`src/vah_pkg.sv`:
```
package vah_pkg;

    localparam int MAX_ARRAYS_DEF  = 256;
    localparam int STORE_WORDS_DEF = 4096;
    localparam int WORD_BITS_DEF   = 32;

    localparam int FIELD_BITS = 32;
    localparam int ALU_W      = 34;

    typedef enum logic [1:0] {
        OP_NEW   = 2'd0,
        OP_LOAD  = 2'd1,
        OP_STORE = 2'd2,
        OP_NONE  = 2'd3
    } opcode_t;

    typedef enum logic [2:0] {
        STS_OK        = 3'd0,
        STS_NEG_COUNT = 3'd1,
        STS_BAD_REF   = 3'd2,
        STS_BAD_INDEX = 3'd3,
        STS_NO_MEMORY = 3'd4
    } status_t;

    typedef enum logic [0:0] {
        ALU_ADD = 1'b0,
        ALU_SUB = 1'b1
    } alu_op_t;

    typedef enum logic [2:0] {
        SEL_NONE   = 3'd0,
        SEL_NA_SUM = 3'd1,
        SEL_NA_FIT = 3'd2,
        SEL_REF    = 3'd3,
        SEL_IDX    = 3'd4,
        SEL_ADDR   = 3'd5
    } alu_sel_t;

    typedef enum logic [1:0] {
        SRC_ZERO = 2'd0,
        SRC_REF  = 2'd1,
        SRC_WORD = 2'd2
    } res_src_t;

    typedef enum logic [3:0] {
        S_CLEAR,
        S_IDLE,
        S_DECODE,
        S_NA_FIT,
        S_IDX_CHK,
        S_ADDR,
        S_LOAD_WAIT,
        S_EMIT
    } state_t;

    typedef struct packed {
        opcode_t opcode;
        logic    in_valid;
        logic    count_neg;
        logic    ref_neg;
        logic    idx_neg;
        logic    alu_neg;
        logic    tbl_full;
        logic    clr_last;
        logic    out_free;
    } vah_flags_t;

    typedef struct packed {
        logic     in_ready;
        alu_sel_t alu_sel;
        logic     sum_keep;
        logic     desc_rd;
        logic     alloc;
        logic     word_rd;
        logic     word_wr;
        logic     clr_wr;
        logic     res_we;
        status_t  res_status;
        logic     res_has;
        res_src_t res_src;
        logic     emit;
    } vah_ctrl_t;

endpackage

```
`src/vah_ctrl.sv`:
```
module vah_ctrl
    import vah_pkg::*;
(
    input  logic       clk,
    input  logic       rst_n,
    input  vah_flags_t flags,
    output vah_ctrl_t  ctrl
);

    state_t state_reg;
    state_t state_next;

    always_ff @(posedge clk or negedge rst_n)
    begin
        if (!rst_n)
        begin
            state_reg <= S_CLEAR;
        end
        else
        begin
            state_reg <= state_next;
        end
    end

    always_comb
    begin
        state_next = state_reg;
        unique case (state_reg)
            S_CLEAR:
            begin
                if (flags.clr_last)
                begin
                    state_next = S_IDLE;
                end
            end
            S_IDLE:
            begin
                if (flags.in_valid)
                begin
                    state_next = S_DECODE;
                end
            end
            S_DECODE:
            begin
                unique case (flags.opcode)
                    OP_NEW:
                    begin
                        state_next = flags.count_neg ? S_EMIT : S_NA_FIT;
                    end
                    OP_LOAD, OP_STORE:
                    begin
                        state_next = (flags.ref_neg || !flags.alu_neg) ? S_EMIT : S_IDX_CHK;
                    end
                    OP_NONE:
                    begin
                        state_next = S_EMIT;
                    end
                endcase
            end
            S_NA_FIT:
            begin
                state_next = S_EMIT;
            end
            S_IDX_CHK:
            begin
                state_next = (flags.idx_neg || !flags.alu_neg) ? S_EMIT : S_ADDR;
            end
            S_ADDR:
            begin
                state_next = (flags.opcode == OP_LOAD) ? S_LOAD_WAIT : S_EMIT;
            end
            S_LOAD_WAIT:
            begin
                state_next = S_EMIT;
            end
            S_EMIT:
            begin
                if (flags.out_free)
                begin
                    state_next = S_IDLE;
                end
            end
            default:
            begin
                state_next = S_IDLE;
            end
        endcase
    end

    always_comb
    begin
        ctrl            = '0;
        ctrl.alu_sel    = SEL_NONE;
        ctrl.res_status = STS_OK;
        ctrl.res_src    = SRC_ZERO;
        unique case (state_reg)
            S_CLEAR:
            begin
                ctrl.clr_wr = 1'b1;
            end
            S_IDLE:
            begin
                ctrl.in_ready = 1'b1;
            end
            S_DECODE:
            begin
                unique case (flags.opcode)
                    OP_NEW:
                    begin
                        if (flags.count_neg)
                        begin
                            ctrl.res_we     = 1'b1;
                            ctrl.res_status = STS_NEG_COUNT;
                        end
                        else
                        begin
                            ctrl.alu_sel  = SEL_NA_SUM;
                            ctrl.sum_keep = 1'b1;
                        end
                    end
                    OP_LOAD, OP_STORE:
                    begin
                        ctrl.alu_sel = SEL_REF;
                        if (flags.ref_neg || !flags.alu_neg)
                        begin
                            ctrl.res_we     = 1'b1;
                            ctrl.res_status = STS_BAD_REF;
                        end
                        else
                        begin
                            ctrl.desc_rd = 1'b1;
                        end
                    end
                    OP_NONE:
                    begin
                        ctrl.res_we = 1'b1;
                    end
                endcase
            end
            S_NA_FIT:
            begin
                ctrl.alu_sel = SEL_NA_FIT;
                ctrl.res_we  = 1'b1;
                if (flags.tbl_full || flags.alu_neg)
                begin
                    ctrl.res_status = STS_NO_MEMORY;
                end
                else
                begin
                    ctrl.alloc   = 1'b1;
                    ctrl.res_has = 1'b1;
                    ctrl.res_src = SRC_REF;
                end
            end
            S_IDX_CHK:
            begin
                ctrl.alu_sel = SEL_IDX;
                if (flags.idx_neg || !flags.alu_neg)
                begin
                    ctrl.res_we     = 1'b1;
                    ctrl.res_status = STS_BAD_INDEX;
                end
            end
            S_ADDR:
            begin
                ctrl.alu_sel = SEL_ADDR;
                if (flags.opcode == OP_LOAD)
                begin
                    ctrl.word_rd = 1'b1;
                end
                else
                begin
                    ctrl.word_wr = 1'b1;
                    ctrl.res_we  = 1'b1;
                end
            end
            S_LOAD_WAIT:
            begin
                ctrl.res_we  = 1'b1;
                ctrl.res_has = 1'b1;
                ctrl.res_src = SRC_WORD;
            end
            S_EMIT:
            begin
                ctrl.emit = flags.out_free;
            end
            default:
            begin
                ctrl.in_ready = 1'b0;
            end
        endcase
    end

endmodule

```
`config.mk`:
```
export PLATFORM = sky130hd
export DESIGN_NAME = vah_ctrl
export DESIGN_NICKNAME = d
export VERILOG_FILES = /design/src/vah_pkg.sv /design/src/vah_ctrl.sv
export SDC_FILE = /design/constraint.sdc
export NUM_CORES = 1
export LEC_CHECK = 0
export BUFFER_PORTS_ARGS = -buffer_cell sky130_fd_sc_hd__buf_2
export CAP_MARGIN = 5
export CORE_AREA = 5 5 42 44
export CTS_CLUSTER_SIZE = 25
export DETAILED_ROUTE_END_ITERATION = 10
export DIE_AREA = 0 0 47 49
export PLACE_DENSITY = 0.77
export SYNTH_ARGS = -nofsm -noshare
export SYNTH_HDL_FRONTEND = slang
export SYNTH_SLANG_ARGS = --single-unit
```
`constraint.sdc`:
```
create_clock -name clk -period 4.85 [get_ports clk]
set_input_delay 0.97 -clock clk [delete_from_list [all_inputs] [get_ports clk]]
set_output_delay 0.97 -clock clk [all_outputs]
set_load 0.005 [all_outputs]
```
* Word-level counts from Yosys, hierarchy flattened *
Index checks and enable logic that the tools add are counted.

cells by class
  equal/unequal tests = 13
  multiplexer cells = 34
  reduce and logical (&&, ||, !) cells = 9

operators with widths
  operator                                                                count
  4-bit one-hot mux with 7 select lines                                   1
  4-bit two-way mux                                                       6
  4-bit by 3-bit equality test with 1-bit output (second input constant)  4
  3-bit one-hot mux with 2 select lines                                   2
  3-bit one-hot mux with 4 select lines                                   1
  4-bit one-hot mux with 3 select lines                                   1
  1-bit two-way mux                                                       11
  2-bit two-way mux                                                       5
  3-bit two-way mux                                                       3
  3-bit one-hot mux with 3 select lines                                   1
  4-bit by 2-bit equality test with 1-bit output (second input constant)  2
  2-bit != test (second input constant)                                   3
  2-bit equality test (second input constant)                             2
  4-bit by 1-bit equality test with 1-bit output (second input constant)  1
  4-bit zero test                                                         1
  1-bit one-hot mux with 4 select lines                                   1
  2-bit one-hot mux with 2 select lines                                   1
  2-bit OR reduction                                                      2
  1-bit logical OR                                                        3
  1-bit one-hot mux with 3 select lines                                   1
  3-bit AND reduction                                                     1
  2-bit by 1-bit equality test with 1-bit output (second input constant)  1
  2-bit zero test                                                         1
  1-bit zero test                                                         1

storage, ports and cells
  flip-flop bits (word level) = 4

* Longest topological paths before layout *
  word-level depth = 5
  gate-level depth with buffers = 5

* Worst setup path before layout *
No wires, ideal clock.

  path type = input-to-output
  start point = input flags[8] in the netlist's numbering
  end point = output ctrl[7] in the netlist's numbering
  data arrival time = 1.932 ns
  data required time = 3.880 ns
  path slack = 1.948 ns
  stages = 5
  path through = inv_1 ha_1 or4_1 a21oi_2 a211oi_1

RTL lines
  what         line           text
  from (decl)  vah_ctrl.sv:6  input vah_flags_t flags,
  to (decl)    vah_ctrl.sv:7  output vah_ctrl_t ctrl

==> flow_summary_export.csv <==
group,metric,value,unit
synthesis,ys_types,28,
critical_path,r2r_cells,3,
timing,hold_viol,0,
route,vias_per_cell,5.18,
global_routing,grt_start_max_net_pins,24,
critical_path,worstSetupPathType,"in -> out",
route,drtIter0Drc,5,
clock_tree,tritoncts,"built",
clock_tree,cts-root-buf,"clkbuf_4",
synthesis,ys_seq_area_share,15.6,%
finish,largest_register_ff_count,3,
power,peakVddDrop,0.000135,V
timing,finalSetupTns,0,ns
global_routing,grt_pass1_wl,2.04,mm
critical_path,startpoint_type,"input port",
synthesis,synth_area_leaders,"dfrtp_1 (16%), ha_1 (10%), nor2b_1 (7.8%), a21oi_1 (6.2%), a211oi_1 (6.2%)",
critical_path,r2r-start,"state_reg[2]",
timing,slew_violations,0,
clock_tree,h-tree-depth,1,
clock_tree,cts_sinks,3,
critical_path,startpoint,"flags[8]",
finish,diodes,0,
timing,period_share,66.4,%
global_routing,grt_usage,11.6,%
power,p_sw,123,µW
route,num_vias,575,
finish,instances_no_fill,111,
timing,rsz0062_at_grt,"false",
timing,fmax,310,MHz
timing,setup_viol,0,
place,numPlacedInstances,107,
power,p_clk_share,17.0,%
route,drtAntennaViolNets,0,
power,switching_share,46.9,%
clock_tree,clk_pin_slew,0.04,ns
die,die_y,49,µm
die,fp.dieW,47,µm
critical_path,arrival,2.25,ns
timing,skew,0.00250,ns
place,dp_worst_setup_slack,1.62,ns
critical_path,r2r_end,"state_reg[1]",
finish,fin_area,642,µm²
die,fp-row-count,14,
finish,final_util,45.8,%
clock_tree,cts_buffer_depth,2,
global_routing,grt_pass1_vias,528,
power,p_comb_share,54.4,%
clock_tree,insertion_delay,0.23,ns
run,maxCapViolations,0,
timing,worstMarginPinSlew,0.631,ns
route,drcViolationCount,0,
place,portBuffers,29,
global_routing,antenna_found_initial,0,
finish,nets,112,
die,boundaryPins,30,
power,intPower,139,µW
clock_tree,postCtsHoldBufs,0,
power,seq_power_share,28.6,%
timing,holdWs,0.519,ns
route,dr.pass1.iters,3,
finish,layout-drive-gt1-share,36.8,%
power,power,262,µW
worst_hold_path,hold_class,"in -> async",
place,placed_cell_area,616,µm²
synthesis,synth-seq-cells,3,
global_routing,grt_overflow,0,
timing,setup_slack,1.63,ns
status,outcome,"finished clean",
synthesis,synth_top_cell_area_share,15.6,%
synthesis,synth_warnings,0,
synthesis,avgSynthCellArea,7.19,µm²
route,wirelength,1.30,mm
place,hpwl,1.05,mm
power,power.leakage,0.334,nW
power,powerDensity,408,nW/µm²
synthesis,synth_nets,83,
critical_path,path_max_fanout,5,
die,initial_core_util,34.4,%
clock_tree,cts_resized,0,
clock_tree,cts_setup_buffers,0,
timing,slew_headroom,57.9,%
route,wire_per_inst,11.7,µm
synthesis,yosys.area.top_type,"dfrtp_1",
timing,period_minus_slack,3.22,ns
synthesis,synthCells,67,
critical_path,required,3.88,ns
finish,area_growth,33.2,%
critical_path,endpoint_kind,"output port",
die,dieArea,2300,µm²
place,place_congestion,0.840,
clock_tree,cts-buffers-inserted,3,
die,core-area,1400,µm²
critical_path,r2r_slack,3.31,ns
synthesis,syn_area,482,µm²
==> worst max-delay path, cell delays in order <==
cell	delay, ns
buf_2	0.10
inv_1	0.04
ha_1	0.23
or4_1	0.56
a21oi_2	0.15
a211oi_1	0.07
buf_2	0.14
==> logic make-up (layout without fill, tap and decap cells) <==
group                    after synthesis  after routing  synth area share, %
AO/OA/AOI/OAI                         15             15                 20.5
adder cells (fa/ha/maj)                4              4                 10.4
AND/OR/NAND/NOR                       35             35                 41.6
multiplexers                           1              1                 2.34
flip-flops                             3              3                 15.6
buffers and inverters                  9             37                 9.61
==> cell usage in the layout (no fill, tap or decap), drive strengths merged, types with 3 or more instances in the layout <==
cell    instances
inv             4
clkbuf          4
nor2            6
a211oi          4
nand2           4
nor2b           6
a21oi           7
ha              4
buf            29
dfrtp           3
nor3            3
nor4            3
==> how the worst max path moves through the flow <==
stage,cells past startpoint,slack [ns],to
floorplan,5,1.95,ctrl[7]
global placement,7,1.68,ctrl[7]
detailed placement,7,1.62,ctrl[7]
CTS,7,1.61,ctrl[7]
global route,7,1.57,ctrl[7]
finish,7,1.63,ctrl[7]
==> cells in the mapped netlist <==
cell type	number
and4b_1	1
a221oi_1	1
nor4_1	3
nor3b_1	1
a211oi_1	4
dfrtp_1	3
and2_1	2
nor2_1	6
or3b_2	1
nor2b_1	6
buf_2	4
nand4_1	1
o21ai_0	1
inv_1	4
nor4bb_1	1
a2bb2oi_1	1
nand2b_1	2
a21oi_2	1
and3_1	1
ha_1	4
a21oi_1	6
buf_6	1
or4_1	1
nand3_1	2
nand2_1	4
nor3_1	3
o211ai_1	1
mux2_2	1
==> layer usage <==
layer	part of all wire [%]	vias up	track usage, %
li1	-	299	-
met1	46	253	13.9
met2	45	21	19.0
met3	7.9	2	1.11
met4	1.2	0	6.91
met5	0	-	0
==> final cells by class <==
cell class	count	area, µm²
inverter	4	15.0
clock buffer	4	26.3
sequential	3	75.1
tap	16	20.0
multi-input combinational	55	360
fill	167	759
timing repair buffer	29	145
==> power groups by stage <==
stage / Combinational (mW) / Clock (mW) / Sequential [mW]
after global placement: 0.141 / 0 / 0.0731
after CTS: 0.144 / 0.0464 / 0.0739
after global routing: 0.161 / 0.0481 / 0.0791
final: 0.142 / 0.0444 / 0.0749
after floorplan: 0.131 / 0 / 0.0411
after detailed placement: 0.144 / 0 / 0.0741
No activity file was read; power rests on OpenSTA's default activity.
