<file path="src/vah_pkg.sv">
package vah_pkg;

    localparam int MAX_ARRAYS_DEF  = 256;
    localparam int STORE_WORDS_DEF = 4096;
    localparam int WORD_BITS_DEF   = 32;

    localparam int FIELD_BITS = 32;
    localparam int ALU_W      = 34;

    typedef enum logic [1:0] {
        OP_NEW   = 2'd0,
        OP_LOAD  = 2'd1,
        OP_STORE = 2'd2,
        OP_NONE  = 2'd3
    } opcode_t;

    typedef enum logic [2:0] {
        STS_OK        = 3'd0,
        STS_NEG_COUNT = 3'd1,
        STS_BAD_REF   = 3'd2,
        STS_BAD_INDEX = 3'd3,
        STS_NO_MEMORY = 3'd4
    } status_t;

    typedef enum logic [0:0] {
        ALU_ADD = 1'b0,
        ALU_SUB = 1'b1
    } alu_op_t;

    typedef enum logic [2:0] {
        SEL_NONE   = 3'd0,
        SEL_NA_SUM = 3'd1,
        SEL_NA_FIT = 3'd2,
        SEL_REF    = 3'd3,
        SEL_IDX    = 3'd4,
        SEL_ADDR   = 3'd5
    } alu_sel_t;

    typedef enum logic [1:0] {
        SRC_ZERO = 2'd0,
        SRC_REF  = 2'd1,
        SRC_WORD = 2'd2
    } res_src_t;

    typedef enum logic [3:0] {
        S_CLEAR,
        S_IDLE,
        S_DECODE,
        S_NA_FIT,
        S_IDX_CHK,
        S_ADDR,
        S_LOAD_WAIT,
        S_EMIT
    } state_t;

    typedef struct packed {
        opcode_t opcode;
        logic    in_valid;
        logic    count_neg;
        logic    ref_neg;
        logic    idx_neg;
        logic    alu_neg;
        logic    tbl_full;
        logic    clr_last;
        logic    out_free;
    } vah_flags_t;

    typedef struct packed {
        logic     in_ready;
        alu_sel_t alu_sel;
        logic     sum_keep;
        logic     desc_rd;
        logic     alloc;
        logic     word_rd;
        logic     word_wr;
        logic     clr_wr;
        logic     res_we;
        status_t  res_status;
        logic     res_has;
        res_src_t res_src;
        logic     emit;
    } vah_ctrl_t;

endpackage

</file>
<file path="src/vah_alu.sv">
module vah_alu
    import vah_pkg::*;
(
    input  alu_op_t            op,
    input  logic signed [ALU_W-1:0] a,
    input  logic signed [ALU_W-1:0] b,
    output logic signed [ALU_W-1:0] y,
    output logic               neg
);

    always_comb
    begin
        unique case (op)
            ALU_ADD: y = a + b;
            ALU_SUB: y = a - b;
            default: y = a + b;
        endcase
    end

    assign neg = y[ALU_W-1];

endmodule

</file>
<file path="config.mk">
export PLATFORM = sky130hd
export DESIGN_NAME = vah_alu
export DESIGN_NICKNAME = d
export VERILOG_FILES = /design/src/vah_pkg.sv /design/src/vah_alu.sv
export SDC_FILE = /design/constraint.sdc
export NUM_CORES = 1
export LEC_CHECK = 0
export ABC_AREA = 1
export BUFFER_PORTS_ARGS = -buffer_cell sky130_fd_sc_hd__buf_2
export CAP_MARGIN = 20
export CORE_UTILIZATION = 59
export DETAILED_ROUTE_END_ITERATION = 12
export PLACE_DENSITY = 0.9
export SLEW_MARGIN = 40
export SYNTH_ARGS = -nofsm -noshare
export SYNTH_HDL_FRONTEND = slang
export SYNTH_SLANG_ARGS = --single-unit
export TNS_END_PERCENT = 1
</file>
<file path="constraint.sdc">
create_clock -name vclk -period 7
set_clock_uncertainty 0.2 [all_clocks]
set_input_delay 0.7 -clock vclk [all_inputs]
set_output_delay 0.7 -clock vclk [all_outputs]
set_load 0.005 [all_outputs]
</file>
## Word-level counts from Yosys, hierarchy flattened

Index checks and enable logic that the tools add are counted.

| operators by class | value |
|---|---|
| bitwise operators | 1 |
| muxes and demuxes | 1 |
| $add $sub $neg | 2 |

Operators with widths:

| kind | count |
|---|---|
| case mux 34 bit (2 select lines) | 1 |
| adder 34 bit | 1 |
| subtractor 34 bit | 1 |
| NOT 1 bit | 1 |

| storage, ports and cells | value |
|---|---|
| output and inout bits | 35 |
| bits of input ports | 69 |
| logic and storage cells | 4 |
| flip-flop bits (word level) | 0 |

## Depth between registers and ports, before layout

Gate-level depths: netlist (run 1).

| depth | value |
|---|---|
| depth after elaboration | 2 |
| mapped depth | 20 |
| mapped depth without buffers | 19 |

## Least setup slack after synthesis (run 1)

OpenSTA, ideal clock, no wires.

| path | value |
|---|---|
| path type | input -> output |
| start point | in b[0] |
| end point | out y[33] |
| buffers on the path | 1 |
| arrival time | 2896 ps |
| data required time | 6100 ps |
| stages on the path | 18 |
| setup slack | 3204 ps |
| cell sequence | inv_1 ha_1 nand4_2 inv_2 nand2_1 o21ai_4 nand3_1 xor2_1 ha_1 a21oi_1 nor2_1 o21ai_0 nand2_1 a21oi_1 nand2_1 nand2_1 nand2_1 buf_4 |

| between the ends | value |
|---|---|
| cells in the longest elaborated chain, start to end | 2 |
| elaborated cells on any way between the ends | 3 |
| classes of those cells | 2 x add/sub; 1 x mux |

Ends and longest elaborated chain:

| item | RTL line | text |
|---|---|---|
| start, declared | vah_alu.sv:6 | `input logic signed [ALU_W-1:0] b,` |
| subtractor 34 bit or adder 34 bit (tied branches) | n/a |  |
| case mux 34 bit (2 select lines) (*) | vah_alu.sv:13 | `unique case (op)` |
| end, declared | vah_alu.sv:7 | `output logic signed [ALU_W-1:0] y,` |

Mark *: on every way between the ends. The rest lies on a longest branch, timed or not.

## Worst setup path after layout (run 1)

| path | value |
|---|---|
| start point | in op |
| end point | out y[29] |

| between the ends | value |
|---|---|
| cells in the longest elaborated chain, start to end | 2 |

Ends and longest elaborated chain:

| item | RTL line | text |
|---|---|---|
| start, declared | vah_alu.sv:4 | `input alu_op_t op,` |
| NOT 1 bit | vah_alu.sv:13 |  |
| case mux 34 bit (2 select lines) (*) | vah_alu.sv:13 |  |

Marked as above.

==> results by stage, run 1 <==
Outcome:
- The flow ran to the end, and the final reports show no timing, DRC or antenna violations.

Worst setup path:
- The class of the most critical setup path is in2out.
- STA classifies the critical path endpoint as an output port.
- Data on the critical path is required at its endpoint by between 6000 and 7000 ps.
- The highest fanout seen on the critical path is 24.
- The critical path starts at op.
- STA puts the critical path data arrival time at between 3000 and 4000 ps.
- STA classifies the critical path startpoint as an input port.

Die:
- The die is about 77 um tall.
- The floorplan step defined a core boundary enclosing 0.00547 mm2.
- The die area is 0.00596 mm2.
- The count of boundary I/O pins is ~100.
- The placement row count is 27.
- The width of the die is 77.2 um.
- The initial utilization of the core area, before any placement, comes to between 60% and 70%.

Power and ir drop:
- In this run the static leakage power is 2.42 nW.
- The peak ir drop on the vdd network is ~0.063 mV.
- The fraction of power consumed by combinational cells is between 90% and 100%.
- Internal power comes to between 150 and 200 uW.
- The proportion of power drawn by the clock network is 0%.
- Per report_power, the sequential group accounts for 0% of the total.
- The power dissipated by switching net loads is 272 uW.
- Of the total power, the share spent switching nets is between 60 and 70%.
- Power spread over the standard cell area amounts to around 110 mW/mm2.

Logic synthesis:
- The top cell type by area accounts for 22.9% of the synthesized area.
- During synthesis, Yosys emitted a total of 0 warnings.
- Synthesis handed over a netlist of 659 instances.
- The post-synthesis cell type with the largest combined area is nand2_1.
- Of the synthesized area, sequential elements account for 0%.
- Synthesis instantiated 31 different standard cells from the library.
- Sorting the synthesized cells by area gives the leading types as nand2_1 23%, inv_1 14%, ha_1 13%.
- Each instance of the synthesized netlist takes up on average 5.06 um2.
- The number of nets handed over by synthesis was 763.
- The cell area after technology mapping is roughly 0.0033 mm2.

Layout:
- The design has 0 sequential cells.
- Registers take 0 um2.
- The number of antenna diodes in the final layout is 0.
- The post-route netlist has between 10% and 20% of its cells at a drive strength greater than 1.
- In the finished layout, the clock tree contains a buffer count of 0.
- The synthesis-to-finish area growth is 17.7%.
- The number of filler instances in the final layout is ~520.
- In the final design database the tool counted just under 900 nets.

Worst hold path:
- The worst min-delay path startpoint is b[0].
- The kind of path behind the tightest hold check is in2out.

Route:
- The first detailed-routing pass ran for 5 iterations.
- The aggregate routed wire length is slightly below 10000 um.
- The post-detailed-route count of antenna-violating nets is 0.
- Dividing the detail-routed via count by the number of cells gives about 5.3.
- After detailed routing, the average wire length per cell comes to roughly 12 um.
- For this block, the via count after detailed routing is between 4000 and 5000.
- After the first detailed-routing iteration, the DRC count stood at 257.
- The remaining design rule violation count is 0.

Timing:
- The worst-case hold slack is around 1500 ps.
- At the pin with the least slew margin, the transition time is between 700 and 800 ps.
- The worst slew slack as a fraction of its limit is a little over half.
- Setup violations remaining at the end of the flow were counted as 0.
- The minimum clock period after layout is ~4300 ps.
- The total count of hold-check failures in the final report came to 0.
- Setup repair after global routing left no endpoint under its margin.
- The post-route setup TNS is 0 ps.
- The number of max-slew violations in the final report is 0.
- After layout, the worst path uses 61.7% of the clock period.
- Static timing analysis puts the maximum clock frequency at approximately 230 MHz.

CTS:
- Post-CTS timing repair inserted 0 buffers for setup.
- Post-CTS repair changed the size of 0 cells.
- For this design, the CTS-stage hold fixing added 0 buffers.

Global routing:
- The initial antenna violation count is 0.
- The overall routing resource usage is about a third.
- Summed over all layers, the global routing overflow is 0.
- The global-route wire length before repair is 16500 um.
- Entering global routing, the biggest net connects 25 pins.
- The via count of the first global-routing pass is 3852.

Placement:
- Input and output buffers added on the ports amount to roughly 100.
- The post-DP HPWL is between 8000 and 9000 um.
- The weighted congestion at the end of routability-driven global placement is between 0.9 and 1.

Job:
- The max-cap check violation count is 0.
## power by group through the flow
stage	registers, mW	clock network (mW)	logic, mW
after floorplan	0	0	0.290
after global placement	0	0	0.428
after detailed placement	0	0	0.436
after CTS	0	0	0.437
after global routing	0	0	0.498
final	0	0	0.446
## cells in the mapped netlist (3+ instances only)
cell type  count
xor2_1        38
ha_1          34
a21oi_1       40
o21ai_0       29
nand4_1        6
nand3_2        3
xnor2_1        8
nand2_1      204
nand2_2       13
nor3_1        11
nor2_2         8
nor2_1        80
o21bai_1       3
nand3_1       37
inv_1        126
## path summary, 6_finish.rpt
kind / to / cells past startpoint
worst min-delay path: y[0] / 4
worst max-delay path: y[29] / 18
## cell usage in the layout (no fill, tap or decap), types with 2 or more instances in the layout
cell | Yosys | layout
nor3_1 | 11 | 11
xnor2_1 | 8 | 8
nand3_2 | 3 | 3
o21bai_1 | 3 | 3
buf_2 | 2 | 104
nor2_4 | 2 | 2
nand4_1 | 6 | 6
o21ai_1 | 2 | 2
nor2_2 | 8 | 8
xor2_1 | 38 | 38
nand2_1 | 204 | 204
nand2_2 | 13 | 13
a21oi_1 | 40 | 40
inv_1 | 126 | 126
nor2_1 | 80 | 80
ha_1 | 34 | 34
nand3_1 | 37 | 37
o21ai_0 | 29 | 29
## through the flow
step                      instance area, um2  std cells  util (%)  power (mW)  setup slack (ps)
after floorplan                         3340        659         -       0.290              3200
after global placement                  3930        831      71.7       0.428              2760
after detailed placement                3930        831      71.7       0.436              2730
after CTS                               3930        831      71.7       0.437              2720
after global routing                    3930        831      71.7       0.498              2380
final                                   3930        831      71.7       0.446              2680
## logic make-up after synthesis
kind of cell    synth area share (%)
buf+inv                         14.9
compound gates                  13.0
fa+ha+maj                       13.3
xor+xnor                        12.1
simple gates                    46.7
## metal layers
metal  share of wire [%]  vias up  routed length [um]  track usage, %
met5                   0        -                   0               0
met4                 1.4        0                 139            5.09
met3                 5.7       13                 565            1.19
met2                  46      176                4590            58.7
met1                  47     1937                4650            45.5
li1                    -     2248                   -               -
## critical path, cell delays in order
cell	delay [ps]
buf_2	170
inv_1	550
nand2_1	180
o21ai_0	150
xor2_1	190
inv_1	60
ha_1	370
nand2_1	110
nor2_1	170
nand3_1	110
nand3_2	110
nand2_1	70
nand2_2	100
nand2_1	80
nand2_1	70
nand2_1	50
nand2_1	60
buf_2	110
## area by class of cell
type | count | area [um2] | share of cell area [%]
Multi-Input combinational cell | 528 | 2840 | 72.3
Timing Repair Buffer | 104 | 520 | 13.3
Inverter | 127 | 477 | 12.1
Tap cell | 72 | 90.1 | 2.29
No activity file was read; power rests on OpenSTA's default activity.
==> inputs of run 2 (changes only) <==
Settings changed: ABC_AREA 1 to 0, CORE_UTILIZATION 59 to 47, PLACE_DENSITY 0.9 to 0.81.
Clock period 7 ns to 3.85 ns, I/O delays scaled along.
==> run 2 against run 1 <==
Effect of this change:
- the flow now finishes with violations (setup timing)
- design area grew 8.7%
- sequential share of layout area unchanged
- via count down 8.6%
- utilization rose by 9.2 points
==> results by stage, run 2 <==
Outcome:
- Run status: complete, but fails checks (was finished clean).
- The final reports fail on setup timing.

Power and ir drop:
- The peak ir drop on the vdd network came to 0.168 mV (was 0.0629 mV).
- The internal power is 496 uW (was 174 uW).
- The power per standard cell area is 230 mW/mm2 (was 114 mW/mm2).
- The overall power is 981 uW (was 446 uW).
- The proportion of power drawn by the clock network was 0% (about the same).
- The net switching fraction of the power is 49.4% (was 61.0%).
- The leakage power of the design came to 2.13 nW (was 2.42 nW).
- The power share of the sequential group came to 0% (about the same).
- The power dissipated by switching net loads is 484 uW (was 272 uW).
- The fraction of power consumed by combinational cells is 100.0% (about the same).

Layout:
- The diode insertion count for antenna repair is 0 (unchanged).
- The number of nets in the layout is 699 (was 865).
- Commonest cells after routing, fill and taps aside: 121 x buf_4, 101 x buf_2, 47 x xnor2_1 (was 204 x nand2_1, 126 x inv_1, 104 x buf_2).
- The synthesis-to-finish area growth was 61.3% (was 17.7%).
- The number of clock-tree buffers in the layout came to 0 (unchanged).
- The area of combinational cells with multiple inputs is 0.00265 mm2 (was 0.00284 mm2).
- The number of sequential cells is 0 (unchanged).
- The area taken by flip-flops and latches is 0 um2 (unchanged).
- The leading cell type in the layout, fill and taps excluded is buf_4 (was nand2_1).
- The final non-filler cell area was 0.00427 mm2 (was 0.00393 mm2).
- The proportion of layout cells with a drive suffix above 1 is 45.4% (was 17.9%).
- The number of filler instances in the final layout is 331 (was 517).

Worst setup path:
- The data arrival at the endpoint of the critical path was 3770 ps (was 3420 ps).
- The required time of the critical path came to 3260 ps (was 6100 ps).
- The kind of launch point of the worst setup path was an input port (unchanged).
- The start point of the critical path is b[7] (was op).
- The endpoint type of the worst setup path is an output port (unchanged).
- The highest fanout seen on the critical path is 4 (was 24).
- The class of the most critical setup path is in2out (unchanged).

Route:
- The post-detailed-route count of antenna-violating nets is 0 (unchanged).
- The first-pass iteration count of the detailed router is 5 (unchanged).
- The aggregate routed wire length is 10800 um (was 9950 um).
- The remaining design rule violation count was 0 (unchanged).
- The routed length per instance is 16.3 um (was 12.0 um).
- The total vias in the final route is 3996 (was 4374).
- The average vias per placed instance is 6.03 (was 5.26).
- The count of routing violations after the opening detailed-route iteration is 261 (was 257).

Global routing:
- The overall routing resource usage is 32.4% (was 33.4%).
- The largest net degree at the start of global routing is 15 (was 25).
- The global-route wire length before repair is 16100 um (was 16500 um).
- The aggregate global routing overflow is 0 (unchanged).
- The via count of the first global-routing pass is 3820 (was 3852).
- The initial antenna violation count is 0 (unchanged).

Logic synthesis:
- The net count of the mapped netlist is 485 (was 763).
- The instance count of the mapped netlist came to 381 (was 659).
- The cell area after technology mapping is 0.00265 mm2 (was 0.00334 mm2).
- The share of the synthesized area in the top cell type came to 16.1% (was 22.9%).
- The most frequently used cell type in the post-synthesis netlist is a21oi_1 (was nand2_1).
- The post-synthesis cell type with the largest combined area is ha_1 (was nand2_1).
- Cells taking the most area after synthesis: ha_1 16%, xnor2_1 16%, a21oi_1 9.5% (was nand2_1 23%, inv_1 14%, ha_1 13%).
- Ranking of synthesized cells by instance count: 50 x a21oi_1, 47 x xnor2_1, 43 x nor2_1 (was 204 x nand2_1, 126 x inv_1, 80 x nor2_1).
- The number of distinct standard cells referenced by the synthesized netlist is 62 (was 31).
- The count of warnings emitted by yosys is 0 (unchanged).
- The mean instance size in the synthesized netlist came to 6.95 um2 (was 5.06 um2).
- The part of the Yosys area used for sequential elements is 0% (unchanged).

Die:
- The count of boundary I/O pins is 104 (unchanged).
- The starting density of the core is 50.2% (was 61.0%).
- The height of the chip was 77.0 um (was 77.2 um).
- The die area came to 0.00593 mm2 (was 0.00596 mm2).
- The width of the die came to 77.0 um (was 77.2 um).
- The placement row count came to 26 (was 27).
- The core outline area is 0.00527 mm2 (was 0.00547 mm2).

Timing:
- The number of max-slew violations in the final report is 0 (unchanged).
- The total count of hold-check failures in the final report is 0 (unchanged).
- The final setup violation count is 16 (was 0).
- Static timing analysis puts the maximum clock frequency at ~230 MHz.
- The slew of the pin with the lowest slew margin is 583 ps (was 714 ps).
- The setup slack after layout is -504 ps (was 2680 ps).
- Counting I/O delays and the setup requirement, the final critical path takes roughly 4400 ps.
- Of the available clock period, the critical path in the final layout requires 113%.
- The worst slew slack as a fraction of its limit came to 60.7% (was 52.3%).
- Setup repair after global routing missed its margin: yes (was no).

Worst hold path:
- The worst min-delay path startpoint was a[0] (was b[0]).
- The instance count along the most critical hold path was 5 (was 4).
- The kind of path behind the tightest hold check is in2out (unchanged).

Job:
- The max-cap check violation count was 0 (unchanged).

Placement:
- The number of port buffers is 104 (unchanged).
- The placed standard-cell area is 0.00404 mm2 (was 0.00393 mm2).
- The weighted congestion at the end of routability-driven global placement came to 0.921 (was 0.926).
- The post-DP HPWL is 7830 um (was 8880 um).
[run 2: changes by cell type in the layout (fill, tap and decap cells not counted), moves of 7 or more]
| cell | delta |
|---|---|
| a21o_1 | +11 |
| nand2_1 | -187 |
| a21oi_2 | +8 |
| o21ai_0 | -24 |
| and2_1 | +7 |
| nor2_1 | -38 |
| nand3_1 | -29 |
| nand2_2 | -12 |
| xnor2_1 | +39 |
| xor2_1 | -31 |
| buf_4 | +121 |
| inv_1 | -108 |
| nor2_2 | -7 |
| o21ai_1 | +7 |
[run 2: power groups by stage]
stage | combinational (mW) | sequential [mW] | clock (mW)
floorplan | 0.492 | 0 | 0
global placement | 0.859 | 0 | 0
detailed placement | 0.891 | 0 | 0
CTS | 0.928 | 0 | 0
global route | 1.06 | 0 | 0
finish | 0.981 | 0 | 0
[run 2: worst max-delay path: stages]
cell and delay [ps]:
buf_2 130, nor4_4 330, nor2b_4 210, nand2_1 90, nor4_2 210, nor2_1 130, xnor2_1 150, ha_1 360
nand4_1 190, nor2_2 170, o211ai_1 150, nand3_2 150, o211ai_4 110, a2111oi_4 430, buf_4 200, or3_1 100
nand4_1 120, buf_2 150
[run 2: logic make-up after synthesis]
family	share of synthesized area, %
fa+ha+maj	16.8
xor+xnor	18.9
simple gates	27.8
buf+inv	5.72
mux	1.51
compound gates	29.3
[run 2: per-layer routing]
metal / vias to the layer above / GRT usage [%] / part of all wire, % / wire [um]
li1: 1823 / - / - / -
met1: 1819 / 36.2 / 37 / 4020
met5: - / 0 / 0 / 0
met4: 0 / 17.2 / 6.3 / 674
met2: 273 / 60.4 / 49 / 5290
met3: 81 / 2.62 / 7.4 / 795
[run 2: area by class of cell]
cell class	count	area share [%]
multi-input combinational	348	62.2
timing repair buffer	225	34.0
tap	70	2.05
inverter	20	1.76
[run 2: per-stage QoR]
stage | setup slack, ps | instances | setup TNS, ps | hold WS (ps) | utilization (%)
after floorplan | -159 | 381 | -193 | 701 | -
after global placement | -337 | 652 | -2610 | 964 | 76.6
after detailed placement | -478 | 652 | -4790 | 980 | 76.6
after CTS | -345 | 658 | -2540 | 983 | 79.1
after global routing | -587 | 663 | -7070 | 1010 | 81.0
final | -504 | 663 | -5070 | 980 | 81.0
[run 2: path summary, 6_finish.rpt]
| kind | slack (ps) | endpoint |
|---|---|---|
| max | -500 | y[33] |
| min | 980 | y[0] |
[run 2: what timing repair did]
action                                  in CTS  in global routing
pin swaps                                   14                 15
endpoints found under the setup margin      16                 18
setup buffers                                6                  5
resized for setup                           19                 16
hold buffers                                 0                  0
cloned                                       0                  0
